$ cat src/rtl/assert_macros.svh
`ifndef ASSERT_MACROS_SVH
`define ASSERT_MACROS_SVH

// implication in the same cycle
`define ASSERT_IMPLY(label, clk, rst_n, ante, cons) \
    label: assert property (@(posedge clk) disable iff (!rst_n) (ante) |-> (cons)) \
        else $error("assertion failed");

// condition holds at every edge outside reset
`define ASSERT_ALWAYS(label, clk, rst_n, cond) \
    label: assert property (@(posedge clk) disable iff (!rst_n) (cond)) \
        else $error("assertion failed");

`endif

$ cat src/rtl/tkesc_pkg.sv
`timescale 1ns / 1ps

package tkesc_pkg;

    localparam int TIME_BITS  = 32;
    localparam int COUNT_BITS = 17;
    localparam int TMO_BITS   = 16;
    localparam int MAXE_BITS  = 4;
    localparam int THR_BITS   = 17;
    localparam int CFG_BITS   = 17;
    localparam int LVL_BITS   = 4;

    localparam int CMP_A   = (TIME_BITS > COUNT_BITS) ? TIME_BITS : COUNT_BITS;
    localparam int CMP_BITS = (CMP_A > THR_BITS) ? CMP_A : THR_BITS;

    localparam logic [2:0] OP_REQUEST = 3'd0;
    localparam logic [2:0] OP_TICK    = 3'd1;
    localparam logic [2:0] OP_ACK     = 3'd2;
    localparam logic [2:0] OP_CANCEL  = 3'd3;
    localparam logic [2:0] OP_FORCE   = 3'd4;
    localparam logic [2:0] OP_RESET   = 3'd5;

    localparam logic [1:0] CFG_TIMEOUT   = 2'd0;
    localparam logic [1:0] CFG_MAX_ESC   = 2'd1;
    localparam logic [1:0] CFG_THRESHOLD = 2'd2;

    localparam logic [2:0] URG_NONE      = 3'd0;
    localparam logic [2:0] URG_ADVISORY  = 3'd1;
    localparam logic [2:0] URG_WARNING   = 3'd2;
    localparam logic [2:0] URG_IMMEDIATE = 3'd3;
    localparam logic [2:0] URG_CRITICAL  = 3'd4;

    localparam logic [2:0] CODE_INACTIVE  = 3'd0;
    localparam logic [2:0] CODE_PREWARN   = 3'd1;
    localparam logic [2:0] CODE_REQUEST   = 3'd2;
    localparam logic [2:0] CODE_ESCALATED = 3'd3;
    localparam logic [2:0] CODE_CRITICAL  = 3'd4;
    localparam logic [2:0] CODE_SAFESTOP  = 3'd5;
    localparam logic [2:0] CODE_COMPLETED = 3'd6;

    typedef enum logic [6:0] {
        ST_INACTIVE  = 7'b0000001,
        ST_PREWARN   = 7'b0000010,
        ST_REQUEST   = 7'b0000100,
        ST_ESCALATED = 7'b0001000,
        ST_CRITICAL  = 7'b0010000,
        ST_SAFESTOP  = 7'b0100000,
        ST_COMPLETED = 7'b1000000
    } t_state;

    function automatic logic [2:0] state_code(input t_state st);
        logic [2:0] code;
        unique case (st)
            ST_PREWARN:   code = CODE_PREWARN;
            ST_REQUEST:   code = CODE_REQUEST;
            ST_ESCALATED: code = CODE_ESCALATED;
            ST_CRITICAL:  code = CODE_CRITICAL;
            ST_SAFESTOP:  code = CODE_SAFESTOP;
            ST_COMPLETED: code = CODE_COMPLETED;
            default:      code = CODE_INACTIVE;
        endcase
        return code;
    endfunction

    function automatic logic [2:0] state_urgency(input t_state st);
        logic [2:0] urg;
        unique case (st)
            ST_PREWARN:   urg = URG_ADVISORY;
            ST_REQUEST:   urg = URG_WARNING;
            ST_ESCALATED: urg = URG_IMMEDIATE;
            ST_CRITICAL:  urg = URG_CRITICAL;
            ST_SAFESTOP:  urg = URG_CRITICAL;
            default:      urg = URG_NONE;
        endcase
        return urg;
    endfunction

endpackage

$ cat src/rtl/takeover_escalation_fsm.sv
`timescale 1ns / 1ps
// Takeover escalation controller. Each event word (request, tick, acknowledge, cancel,
// force safe stop, reset) yields exactly one result word with the state, derived urgency,
// remaining countdown, escalation level and alert flags after the event. An event is
// registered on entry and processed from the input register by a single pass of subtract,
// compare and select logic into the result register, so the block takes one event per
// cycle; the only limit on throughput is downstream stall, which holds both registers.
// Configuration registers (timeout, max level, critical threshold) are always ready and
// are to be written only while no event is in flight.

`include "assert_macros.svh"

module takeover_escalation_fsm (
    input  logic                                i_clk,
    input  logic                                i_rst_n,
    input  logic                                i_valid,
    output logic                                o_stall,
    input  logic [2:0]                          i_op,
    input  logic [tkesc_pkg::TIME_BITS-1:0]     i_time_ms,
    input  logic                                i_req_active,
    input  logic [2:0]                          i_req_urgency,
    input  logic [tkesc_pkg::COUNT_BITS-1:0]    i_req_countdown_ms,
    input  logic                                i_req_audio,
    input  logic                                i_req_haptic,
    output logic                                o_valid,
    input  logic                                i_stall,
    output logic [2:0]                          o_fsm_state,
    output logic [2:0]                          o_urgency,
    output logic [tkesc_pkg::COUNT_BITS-1:0]    o_remaining_ms,
    output logic [tkesc_pkg::LVL_BITS-1:0]      o_escalation_level,
    output logic                                o_audio_on,
    output logic                                o_haptic_on,
    output logic                                o_takeover_active,
    output logic                                o_safe_stop_active,
    output logic                                o_immediate_action,
    input  logic                                i_cfg_valid,
    output logic                                o_cfg_ready,
    input  logic [1:0]                          i_cfg_index,
    input  logic [tkesc_pkg::CFG_BITS-1:0]      i_cfg_data
);
    import tkesc_pkg::*;

    logic [TMO_BITS-1:0]   r_timeout;
    logic [MAXE_BITS-1:0]  r_max_esc;
    logic [THR_BITS-1:0]   r_threshold;

    logic                  r_in_valid;
    logic [2:0]            r_op;
    logic [TIME_BITS-1:0]  r_time;
    logic                  r_req_active;
    logic [2:0]            r_req_urgency;
    logic [COUNT_BITS-1:0] r_req_cd;
    logic                  r_req_audio;
    logic                  r_req_haptic;

    t_state                r_state, n_state;
    logic [COUNT_BITS-1:0] r_remaining, n_remaining;
    logic [COUNT_BITS-1:0] r_init, n_init;
    logic [TIME_BITS-1:0]  r_cstart, n_cstart;
    logic [TIME_BITS-1:0]  r_last, n_last;
    logic [LVL_BITS-1:0]   r_level, n_level;
    logic                  r_audio, n_audio;
    logic                  r_haptic, n_haptic;

    logic                  r_out_valid;

    logic                  w_adv;
    logic                  w_goto;
    t_state                w_target;
    logic [TIME_BITS-1:0]  w_elapsed;
    logic [TIME_BITS-1:0]  w_since;
    logic [COUNT_BITS-1:0] w_rem_tick;
    logic [2:0]            w_urg;

    assign w_adv       = r_in_valid && (!r_out_valid || !i_stall);
    assign o_stall     = r_in_valid && r_out_valid && i_stall;
    assign o_valid     = r_out_valid;
    assign o_cfg_ready = 1'b1;

    always_ff @(posedge i_clk) begin
        if (!i_rst_n) begin
            r_timeout   <= TMO_BITS'(3000);
            r_max_esc   <= MAXE_BITS'(3);
            r_threshold <= THR_BITS'(5000);
        end else if (i_cfg_valid && o_cfg_ready) begin
            unique case (i_cfg_index)
                CFG_TIMEOUT:   r_timeout   <= i_cfg_data[TMO_BITS-1:0];
                CFG_MAX_ESC:   r_max_esc   <= i_cfg_data[MAXE_BITS-1:0];
                CFG_THRESHOLD: r_threshold <= i_cfg_data[THR_BITS-1:0];
                default: ;
            endcase
        end
    end

    // input register
    always_ff @(posedge i_clk) begin
        if (!i_rst_n) begin
            r_in_valid <= 1'b0;
        end else if (!o_stall) begin
            r_in_valid <= i_valid;
        end
    end

    always_ff @(posedge i_clk) begin
        if (i_valid && !o_stall) begin
            r_op          <= i_op;
            r_time        <= i_time_ms;
            r_req_active  <= i_req_active;
            r_req_urgency <= i_req_urgency;
            r_req_cd      <= i_req_countdown_ms;
            r_req_audio   <= i_req_audio;
            r_req_haptic  <= i_req_haptic;
        end
    end

    assign w_elapsed = r_time - r_cstart;
    assign w_since   = r_time - r_last;

    always_comb begin
        if (CMP_BITS'(r_init) > CMP_BITS'(w_elapsed)) begin
            w_rem_tick = COUNT_BITS'(CMP_BITS'(r_init) - CMP_BITS'(w_elapsed));
        end else begin
            w_rem_tick = '0;
        end
    end

    always_comb begin
        n_state     = r_state;
        n_remaining = r_remaining;
        n_init      = r_init;
        n_cstart    = r_cstart;
        n_last      = r_last;
        n_level     = r_level;
        n_audio     = r_audio;
        n_haptic    = r_haptic;
        w_goto      = 1'b0;
        w_target    = r_state;

        unique case (r_op)
            OP_REQUEST: begin
                if (!r_req_active) begin
                    w_goto   = (r_state != ST_INACTIVE) && (r_state != ST_COMPLETED);
                    w_target = ST_INACTIVE;
                end else begin
                    n_init      = r_req_cd;
                    n_remaining = r_req_cd;
                    n_cstart    = r_time;
                    n_last      = r_time;
                    n_audio     = r_req_audio;
                    n_haptic    = r_req_haptic;
                    w_goto      = 1'b1;
                    case (r_req_urgency)
                        URG_ADVISORY:  w_target = ST_PREWARN;
                        URG_WARNING:   w_target = ST_REQUEST;
                        URG_IMMEDIATE: w_target = ST_ESCALATED;
                        URG_CRITICAL:  w_target = ST_CRITICAL;
                        default:       w_goto   = 1'b0;
                    endcase
                end
            end
            OP_TICK: begin
                if (r_state != ST_INACTIVE && r_state != ST_COMPLETED &&
                    r_state != ST_SAFESTOP) begin
                    if (r_init != '0) begin
                        n_remaining = w_rem_tick;
                    end
                    if (r_init != '0 && w_rem_tick == '0) begin
                        w_goto   = 1'b1;
                        w_target = ST_SAFESTOP;
                    end else if (w_since > TIME_BITS'(r_timeout) && r_level < r_max_esc) begin
                        n_level  = r_level + 1'b1;
                        n_last   = r_time;
                        n_audio  = 1'b1;
                        n_haptic = 1'b1;
                        w_goto   = 1'b1;
                        unique case (r_state)
                            ST_PREWARN:   w_target = ST_REQUEST;
                            ST_REQUEST:   w_target = ST_ESCALATED;
                            ST_ESCALATED: w_target = ST_CRITICAL;
                            default:      w_target = ST_SAFESTOP;
                        endcase
                    end else if (CMP_BITS'(n_remaining) <= CMP_BITS'(r_threshold) &&
                                 r_state != ST_CRITICAL) begin
                        w_goto   = 1'b1;
                        w_target = ST_CRITICAL;
                    end
                end
            end
            OP_ACK: begin
                w_goto   = 1'b1;
                w_target = ST_COMPLETED;
            end
            OP_CANCEL: begin
                w_goto   = 1'b1;
                w_target = ST_INACTIVE;
            end
            OP_FORCE: begin
                w_goto   = 1'b1;
                w_target = ST_SAFESTOP;
            end
            OP_RESET: begin
                n_state     = ST_INACTIVE;
                n_remaining = '0;
                n_init      = '0;
                n_level     = '0;
                n_audio     = 1'b0;
                n_haptic    = 1'b0;
            end
            default: ;
        endcase

        if (w_goto && w_target != r_state) begin
            n_state = w_target;
            if (w_target == ST_INACTIVE || w_target == ST_COMPLETED) begin
                n_level  = '0;
                n_audio  = 1'b0;
                n_haptic = 1'b0;
            end
        end
    end

    assign w_urg = state_urgency(n_state);

    always_ff @(posedge i_clk) begin
        if (!i_rst_n) begin
            r_state     <= ST_INACTIVE;
            r_remaining <= '0;
            r_init      <= '0;
            r_cstart    <= '0;
            r_last      <= '0;
            r_level     <= '0;
            r_audio     <= 1'b0;
            r_haptic    <= 1'b0;
        end else if (w_adv) begin
            r_state     <= n_state;
            r_remaining <= n_remaining;
            r_init      <= n_init;
            r_cstart    <= n_cstart;
            r_last      <= n_last;
            r_level     <= n_level;
            r_audio     <= n_audio;
            r_haptic    <= n_haptic;
        end
    end

    // result register
    always_ff @(posedge i_clk) begin
        if (!i_rst_n) begin
            r_out_valid <= 1'b0;
        end else if (w_adv) begin
            r_out_valid <= 1'b1;
        end else if (!i_stall) begin
            r_out_valid <= 1'b0;
        end
    end

    always_ff @(posedge i_clk) begin
        if (w_adv) begin
            o_fsm_state        <= state_code(n_state);
            o_urgency          <= w_urg;
            o_remaining_ms     <= n_remaining;
            o_escalation_level <= n_level;
            o_audio_on         <= n_audio;
            o_haptic_on        <= n_haptic;
            o_takeover_active  <= (n_state != ST_INACTIVE) && (n_state != ST_COMPLETED);
            o_safe_stop_active <= (n_state == ST_SAFESTOP);
            o_immediate_action <= (w_urg >= URG_IMMEDIATE) ||
                                  (CMP_BITS'(n_remaining) <= CMP_BITS'(r_threshold));
        end
    end

    `ASSERT_IMPLY(a_idle_level_zero, i_clk, i_rst_n,
        o_valid && !o_takeover_active, o_escalation_level == '0)
    `ASSERT_IMPLY(a_safestop_critical, i_clk, i_rst_n,
        o_valid && o_safe_stop_active, o_urgency == URG_CRITICAL)
    `ASSERT_IMPLY(a_level_step, i_clk, i_rst_n,
        r_level != $past(r_level), r_level == $past(r_level) + 1'b1 || r_level == '0)
    `ASSERT_IMPLY(a_state_only_on_advance, i_clk, i_rst_n,
        $past(i_rst_n) && !$past(w_adv), $stable(r_state) && $stable(r_level))

endmodule
$ cat config.mk
export PLATFORM = sky130hd
export DESIGN_NAME = takeover_escalation_fsm
export DESIGN_NICKNAME = d
export VERILOG_FILES = /design/src/rtl/tkesc_pkg.sv /design/src/rtl/takeover_escalation_fsm.sv
export VERILOG_INCLUDE_DIRS = /design/src /design/src/rtl
export SDC_FILE = /design/constraint.sdc
export NUM_CORES = 1
export LEC_CHECK = 0
export ABC_AREA = 1
export BUFFER_PORTS_ARGS = -buffer_cell sky130_fd_sc_hd__buf_4
export CORE_AREA = 2 2 206 309
export CTS_CLUSTER_DIAMETER = 100
export DETAILED_ROUTE_END_ITERATION = 8
export DIE_AREA = 0 0 208 311
export GPL_ROUTABILITY_DRIVEN = 0
export SYNTH_ARGS = -nofsm -noshare
export SYNTH_HDL_FRONTEND = slang
export SYNTH_SLANG_ARGS = --single-unit
$ cat constraint.sdc
create_clock -name i_clk -period 11.12 [get_ports i_clk]
set_input_delay 0 -clock i_clk [delete_from_list [all_inputs] [get_ports i_clk]]
set_output_delay 0 -clock i_clk [all_outputs]
set_load 0.005 [all_outputs]
Yosys cells after proc, flatten, opt, wreduce, memory -nomap -nowiden --
Cells that the tools add are included.
Word-level totals: register bits 240, latch bits 0, word-level logic and storage cells 160, input port bits 82, ROM bits 0, memories kept 0, memory bits (writable) 0
Operators by class: shifts and indexed selects 0, multipliers 0, reduce and logical (&&, ||, !) cells 32, eq/ne operators 34, magnitude comparators 6, bitwise logic cells 0, add/subtract/negate cells 4, div/mod/pow operators 0, multiplexer cells 55
Operator list (count):
- two-way mux 32 bit | 4
- two-way mux 17 bit | 7
- one-hot mux 32 bit (2 select lines) | 1
- subtractor 32 bit | 2
- one-hot mux 17 bit (3 select lines) | 1
- two-way mux 7 bit | 7
- one-hot mux 7 bit (5 select lines) | 1
- less-or-equal comparator 17 bit | 2
- one-hot mux 17 bit (2 select lines) | 1
- greater-than comparator 17 x 32 -> 1 bit | 1
- greater-than comparator 32 x 16 -> 1 bit | 1
- one-hot mux 7 bit (4 select lines) | 1
- two-way mux 1 bit | 20
- two-way mux 4 bit | 5
- one-hot mux 3 bit (6 select lines) | 1
- one-hot mux 6 bit (3 select lines) | 1
- logical NOT 17 bit | 1
- nonzero test 17 bit | 1
- subtractor 17 bit | 1
- == test 7 x 2 -> 1 bit (second input constant) | 2
- == test 7 x 3 -> 1 bit (second input constant) | 2
- == test 7 x 4 -> 1 bit (second input constant) | 2
- == test 7 bit (second input constant) | 2
- inequality test 7 x 1 -> 1 bit (second input constant) | 2
- other kinds (32) | 62

Logic depth before layout (Yosys ltp) --
Gate-level depths: netlist of run 1.
depth in word-level cells 21, gate-level depth with buffers 56

Least setup slack after synthesis of run 1 --
Ideal clock, no wire load.
kind flip-flop to flip-flop, start register r_time[0], end register o_takeover_active (data pin), stages on the path, launching flop included 50, clock period less this slack 5.943 ns, setup slack 5.177 ns, data required time 10.871 ns, data arrival time 5.694 ns, cells stage by stage edfxtp_1 > inv_1 > ha_1 > fa_1 > inv_1 > nand3_1 > nand3_1 > nand3_1 > nand3_1 > xnor2_1 > ha_1 > nand2_1 > nor3_1 > nand3_1 > nand2_1 > nand4_1 > nand2_1 > inv_1 > [... 14 more ...] > nand3_1 > o21ai_0 > nor2_1 > nand3_1 > nand3_1 > nand2_1 > clkinv_1 > nand2_1 > nor2_2 > nand2_4 > nand2_8 > nand2_1 > nand2_2 > nand2_2 > nor2_4 > nand2_2 > nand2_1 > inv_1
Between the ends: longest elaborated chain between the ends 18, elaborated cells on any way between the ends 30
Ends and longest elaborated chain:
- start, declared | line takeover_escalation_fsm.sv:49 | logic [TIME_BITS-1:0] r_time;
- start signal, assigned | line takeover_escalation_fsm.sv:107 | r_time <= i_time_ms;
- subtractor 32 bit | line takeover_escalation_fsm.sv:116 | assign w_elapsed = r_time - r_cstart;
- greater-than comparator 17 x 32 -> 1 bit / subtractor 17 bit (equally long branches) | line takeover_escalation_fsm.sv:120, takeover_escalation_fsm.sv:121
- two-way mux 17 bit | line takeover_escalation_fsm.sv:120 | if (CMP_BITS'(r_init) > CMP_BITS'(w_elapsed)) begin
- two-way mux 17 bit | line takeover_escalation_fsm.sv:164 | if (r_init != '0) begin
- two-way mux 17 bit | line takeover_escalation_fsm.sv:162 | if (r_state != ST_INACTIVE && r_state != ST_COMPLETED &&
- two-way mux 17 bit | line takeover_escalation_fsm.sv:139 | unique case (r_op)
- less-or-equal comparator 17 bit | line takeover_escalation_fsm.sv:182 | end else if (CMP_BITS'(n_remaining) <= CMP_BITS'(r_threshold) &&
- logical AND 1 bit | line takeover_escalation_fsm.sv:182
- [... 2 more ...]
- two-way mux 7 bit | line takeover_escalation_fsm.sv:167 | if (r_init != '0 && w_rem_tick == '0) begin
- two-way mux 7 bit | line takeover_escalation_fsm.sv:162
- one-hot mux 7 bit (5 select lines) | line takeover_escalation_fsm.sv:139
- inequality test 7 bit | line takeover_escalation_fsm.sv:212 | if (w_goto && w_target != r_state) begin
- logical AND 1 bit | line takeover_escalation_fsm.sv:212
- two-way mux 7 bit * | line takeover_escalation_fsm.sv:212
- inequality test 7 x 1 -> 1 bit / inequality test 7 bit (equally long branches) | line takeover_escalation_fsm.sv:265 | o_takeover_active <= (n_state != ST_INACTIVE) && (n_state != ST_COMPLETED);
- logical AND 1 bit * | line takeover_escalation_fsm.sv:265
- end signal, assigned | line takeover_escalation_fsm.sv:265
- end, declared | line takeover_escalation_fsm.sv:33 | output logic o_takeover_active,
Every way passes the cells marked *; elsewhere a longest branch is shown, timed or not. The select of a mux whose other input is x is not followed. A chain may end at the register's enable or synchronous reset.

Worst setup path after layout of run 1 --
Ends and elaborated chain as after synthesis.

==> flow_summary.ini, run 1 <==
[synthesis]
synth_nets = 2578
async_flop_share = 0
synthDistinctLibCells = 55
netlist_instances = 2360
yosysMostFrequentCell = nand2_1
synth-edff-count = 90
avgSynthCellArea_sq_um = 7.04
syn-cell-area_sq_um = 16600
synthAdderAreaFrac = 0.104
yosysTopAreaCell = dfxtp_1
synth-compound-area-share = 0.177
yosysWarnings = 0
yosysTopAreaCellShare = 0.181
synth_flop_cell = dfxtp_1
synth.yosys.seq_area_share = 0.343
synth_top_family_by_area = simple AND/OR/NAND/NOR gates
synth.area.top_cells = dfxtp_1 (18%), edfxtp_1 (16%), nand2_1 (12%), ha_1 (10%), inv_1 (8.7%)
synth_xor_area_frac = 0.0243
synth-simple-area-share = 0.248
post_synth_mux_area_share = 0
ys_ff_latch = 240
synth_commonest_cells = nand2_1 (548), inv_1 (385), a21oi_1 (236)

[worst_hold_path]
hp-class = in -> reg
hold_depth = 3
hold_start = i_rst_n
worst_hold_path.endpoint = r_level[1]

[detailed_routing]
drt-pass1-iter-count = 6
wl_met1_um = 20800
drtIter0Drc = 849
num_vias = 15900
via_per_inst = 4.71
remaining_drc_errors = 0
routed_wl_um = 52500
wl_met2_um = 27200
top_layer = met4
route.met3.wl_um = 1810
wl_per_cell_um = 15.6
ant_nets = 0

[critical_path]
crit_required_ps = 11460
r2r_end = o_takeover_active
slowest_delay_ps = 410
r2r-start = r_time[0]
path_max_fanout = 13
crit_buf_inv = 7
r2r_cells = 49
critPathLaunchType = register
crit_family = simple AND/OR/NAND/NOR gates
arrival_ps = 7340
crit_slowest_cell = fa_1
r2r_slack_ps = 4120
critPathCaptureType = register
worstSetupPathType = reg -> reg

[global_routing]
antenna_found_initial = 0
grt_max_degree = 108
grtUsageTotal = 0.159
grt_pass1_vias = 15500
grt_pass1_wl_um = 82500
gr-total-overflow = 0

[floorplanning]
dieArea_sq_um = 64700
io_pins = 117
start_util = 0.268
die_h_um = 311
core_sq_um = 61900
fp-row-count = 112
chipWidth_um = 208

[placed_design]
dp_hpwl_um = 41200
numPortBuffers = 115
place_area_sq_um = 18400

[clock_network]
cts_root_buffer = clkbuf_16
tritoncts = yes
numClockSinks = 240
ctsHtreeMaxLevel = 1
numCtsBuffers = 28
ctsResizeCount = 0
clockBufferDepth = 3
cts.clk_slew.worst_paths_ps = 70
clkLatencyLatePin_ps = 590

[timing]
setup_tns_ps = 0
rsz0062_at_grt = no
slew_headroom = 0.324
drv_slew = 0
hold_viol_final = 0
fmax_ghz = 0.143
skew_ps = 27.1
worst_slew_pin_slew_ps = 1010
fin_crit_ps = 7000
post-route-period-util = 0.629
setup_violations = 0

[status]
outcome = complete, no violations

[power]
p_leak_nw = 9.23
ir_drop_v = 0.000149
p_per_area_nw_per_um2 = 127

[layout]
syn_to_final_growth_pct = 22.2
fin_nets = 2772
final_cell_area_sq_um = 20300
drive_above_1_share = 0.0912
antenna_cells = 0

[job]
maxCapViolCount = 0
## logic make-up after synthesis
| kind of cell | Yosys count |
|---|---|
| fa+ha+maj | 136 |
| compound gates | 525 |
| flops | 240 |
| simple gates | 957 |
| other cells | 1 |
| xor+xnor | 46 |
| buf+inv | 455 |
## layout by cell type, fill, tap and decap left out, types with 23 or more instances in the layout
cell type,count
a21oi_1,236
buf_4,128
clkbuf_16,28
dfxtp_1,150
dlygate4sd3_1,97
edfxtp_1,90
ha_1,133
inv_1,384
nand2_1,548
nand3_1,126
nand4_1,23
nor2_1,162
nor3_1,25
o211ai_1,26
o21ai_0,174
xor2_1,26
## layer usage
layer	up-vias	global-route usage
li1	8197	-
met2	351	0.301
met1	7223	0.174
met3	131	0.0162
met5	-	0
met4	0	0.0754
## registers in the layout, summed over array words and instances (netlist names), 3 cells and up
signal	count
r_state	7
r_init	17
o_escalation_level	4
o_remaining_ms	17
r_last	32
r_time	32
r_cstart	32
r_req_urgency	3
r_req_cd	17
r_level	4
r_max_esc	4
r_remaining	17
r_threshold	17
r_timeout	16
o_urgency	3
o_fsm_state	3
r_op	3
## stage by stage
stage                     power [mW]  worst slack, ps  utilization  hold slack (ps)  cells
after floorplan                 1.41             5180            -             98.9   2360
after global placement          1.59             4300        0.297              179   3225
after detailed placement        1.60             4230        0.297              179   3225
after CTS                       2.60             4150        0.328             67.5   3374
after global routing            2.71             3150        0.328              115   3374
final                           2.58             4120        0.328             84.5   3374
## worst max-delay path by stage
stage	from	endpoint	slack [ps]	cells past startpoint
finish	r_time[0]	o_takeover_active	4120	49
global placement	r_time[0]	o_takeover_active	4300	49
detailed placement	r_time[0]	o_takeover_active	4230	49
global route	r_time[0]	o_takeover_active	3150	49
CTS	r_time[0]	o_takeover_active	4150	49
floorplan	r_time[0]	o_takeover_active	5180	49
## tightest hold or removal path, stage by stage
cell     delay (ps)
buf_4           370
o21ai_0         190
a21oi_1          50
## area by class of cell
class                      instances  area, sq um
tap                              798          998
clock buffer                      31          712
inverter                         394         1480
fill                            6727        41600
sequential                       240         5710
clock inverter                    21          249
multi-input combinational       1665         9220
timing repair buffer             225         1930
## power breakdown
part	leakage [nW]	switching, mW	internal [mW]
Combinational	6.67	0.388	0.224
Clock	0.463	0.410	0.561
Sequential	2.10	0.0322	0.960
## repair_timing
item | CTS | global route
hold endpoints to repair | 97 | 0
hold buffers | 97 | 0
setup buffers | 0 | 0
Power figures use the tool's default switching activity.
==> inputs of run 2 (changes only) <==
clock period = 6.55 ns   (was 11.12 ns; I/O delays follow)
==> run 2 against run 1 <==
  * Sequential cell count is the same
  * Largest power group unchanged
  * Via count increased by 2.8%
  * Design area is 7.2% higher
  * Total power up 77%
==> flow_summary.ini, run 2 (synthesized netlist as in run 1, its figures left out) <==
[status]
outcome = complete, no violations

[timing]
hold_viol_final = 0
fin_hold_ws_ps = 61.9
skew_ps = 26.3
setup_ws_ps = 296
rsz0062_at_grt = yes
worst_slew_pin_slew_ps = 1320
drv_slew = 0
setup_tns_ps = 0
slew_headroom = 0.116
fmax_ghz = 0.160
setup_violations = 0
post-route-period-util = 0.955
fin_crit_ps = 6250

[layout]
fin_nets = 2851
drive_above_1_share = 0.177
nFillCells = 6562
layout_common_cells = nand2_1 (495), inv_1 (372), a21oi_1 (222)
syn_to_final_growth_pct = 31.0
reg_top3 = r_cstart (32), r_last (32), r_time (32)
antenna_cells = 0
final_cell_area_sq_um = 21800
mostFrequentLayoutCell = nand2_1

[detailed_routing]
routed_wl_um = 54800
via_per_inst = 4.73
ant_nets = 0
drt-pass1-iter-count = 5
remaining_drc_errors = 0
num_vias = 16300
drtIter0Drc = 906
wl_per_cell_um = 15.9

[placed_design]
dp_slack_ps = -17.6
place_area_sq_um = 18600
numPortBuffers = 115
dp_hpwl_um = 41700

[power]
intPower_mw = 3.09
p_per_area_nw_per_um2 = 210
p_sw_frac = 0.323
p_leak_nw = 9.82
power_frac_clock = 0.364
power_mw = 4.57
combPwrFrac = 0.268
ir_drop_v = 0.000217
p_sw_mw = 1.48
seqPwrFrac = 0.369

[global_routing]
grt_pass1_vias = 16000
antenna_found_initial = 0
grt_pass1_wl_um = 83900
grtUsageTotal = 0.161
grt_max_degree = 107
gr-total-overflow = 0

[worst_hold_path]
hp-class = in -> reg
hold_depth = 4

[critical_path]
critPathCaptureType = register
critPathLaunchType = register
worstSetupPathType = reg -> reg
crit_required_ps = 6880
crit_slowest_cell = edfxtp_1
r2r_cells = 45
slowest_delay_ps = 500
path_max_fanout = 6
arrival_ps = 6590
crit_top_cell = nand2_2
r2r_slack_ps = 300

[clock_network]
numClockSinks = 240
cts.clk_slew.worst_paths_ps = 70
cts_root_buffer = clkbuf_16
clkLatencyLatePin_ps = 590
ctsHtreeMaxLevel = 1
numCtsBuffers = 28
tritoncts = yes
clockBufferDepth = 3

[floorplanning]
fp-row-count = 112
core_sq_um = 61900
chipWidth_um = 208
io_pins = 117
start_util = 0.268
dieArea_sq_um = 64700
die_h_um = 311

[job]
maxCapViolCount = 0
## run 2: cell count changes in the layout (fill, tap and decap cells not counted), sizes merged
cell,previous run,this run
buf,128,211
clkinvlp,3,2
dlygate4sd3,97,90
nand2,570,572
clkbuf,31,35
clkinv,13,11
## run 2: path summary, 6_finish.rpt
| check | startpoint | end |
|---|---|---|
| setup / recovery | r_time[4] | o_takeover_active |
| hold / removal | i_rst_n | r_threshold[0] |
| hold reg to reg | r_last[26] | r_last[26] |
| setup reg to reg | r_time[4] | o_takeover_active |
## run 2: critical path: cells and delay by family (launching register included)
kind            cells  cell delay [ps]
compound gates      6              880
xor+xnor            2              290
fa+ha+maj           3             1040
buf+inv             4              410
flops               1              500
simple gates       30             2860
## run 2: timing repair
item / CTS / global route
hold buffers: 90 / 0
pin swaps: 0 / 95
buffers inserted: 0 / 52
endpoints found under the hold margin: 117 / 0
gates resized for setup: 4 / 215
setup endpoints to repair: 6 / 28
gates cloned: 0 / 3
## run 2: metal layers
metal	up-vias	part of all wire	global-route usage	wire, um
met4	0	0.062	0.0904	3400
met3	166	0.039	0.0178	2140
met2	415	0.51	0.299	28000
li1	8362	-	-	-
met1	7400	0.39	0.175	21300
met5	-	0	0	0
## run 2: power groups by stage
stage	clock (mW)	sequential (mW)	combinational, mW
final	1.66	1.68	1.22
after global placement	0	1.72	1.02
after global routing	1.75	1.69	1.36
after floorplan	0	1.69	0.697
after detailed placement	0	1.71	1.02
after CTS	1.70	1.68	1.07
## run 2: metrics by stage
stage          std cells   util
6_report            3453  0.351
5_1_grt             3453  0.351
2_1_floorplan       2360      -
4_1_cts             3400  0.331
3_5_place_dp        3258  0.301
3_3_place_gp        3258  0.301
## run 2: cell type report
| class | instances | area [sq um] | share of cell area |
|---|---|---|---|
| Timing Repair inverter | 1 | 6.26 | 0.000288 |
| Timing Repair Buffer | 301 | 2500 | 0.115 |
| Clock buffer | 35 | 747 | 0.0343 |
| Tap cell | 798 | 998 | 0.0459 |
| Clock inverter | 17 | 225 | 0.0104 |
| Multi-Input combinational cell | 1667 | 10100 | 0.464 |
| Inverter | 394 | 1490 | 0.0683 |
| Sequential cell | 240 | 5710 | 0.262 |
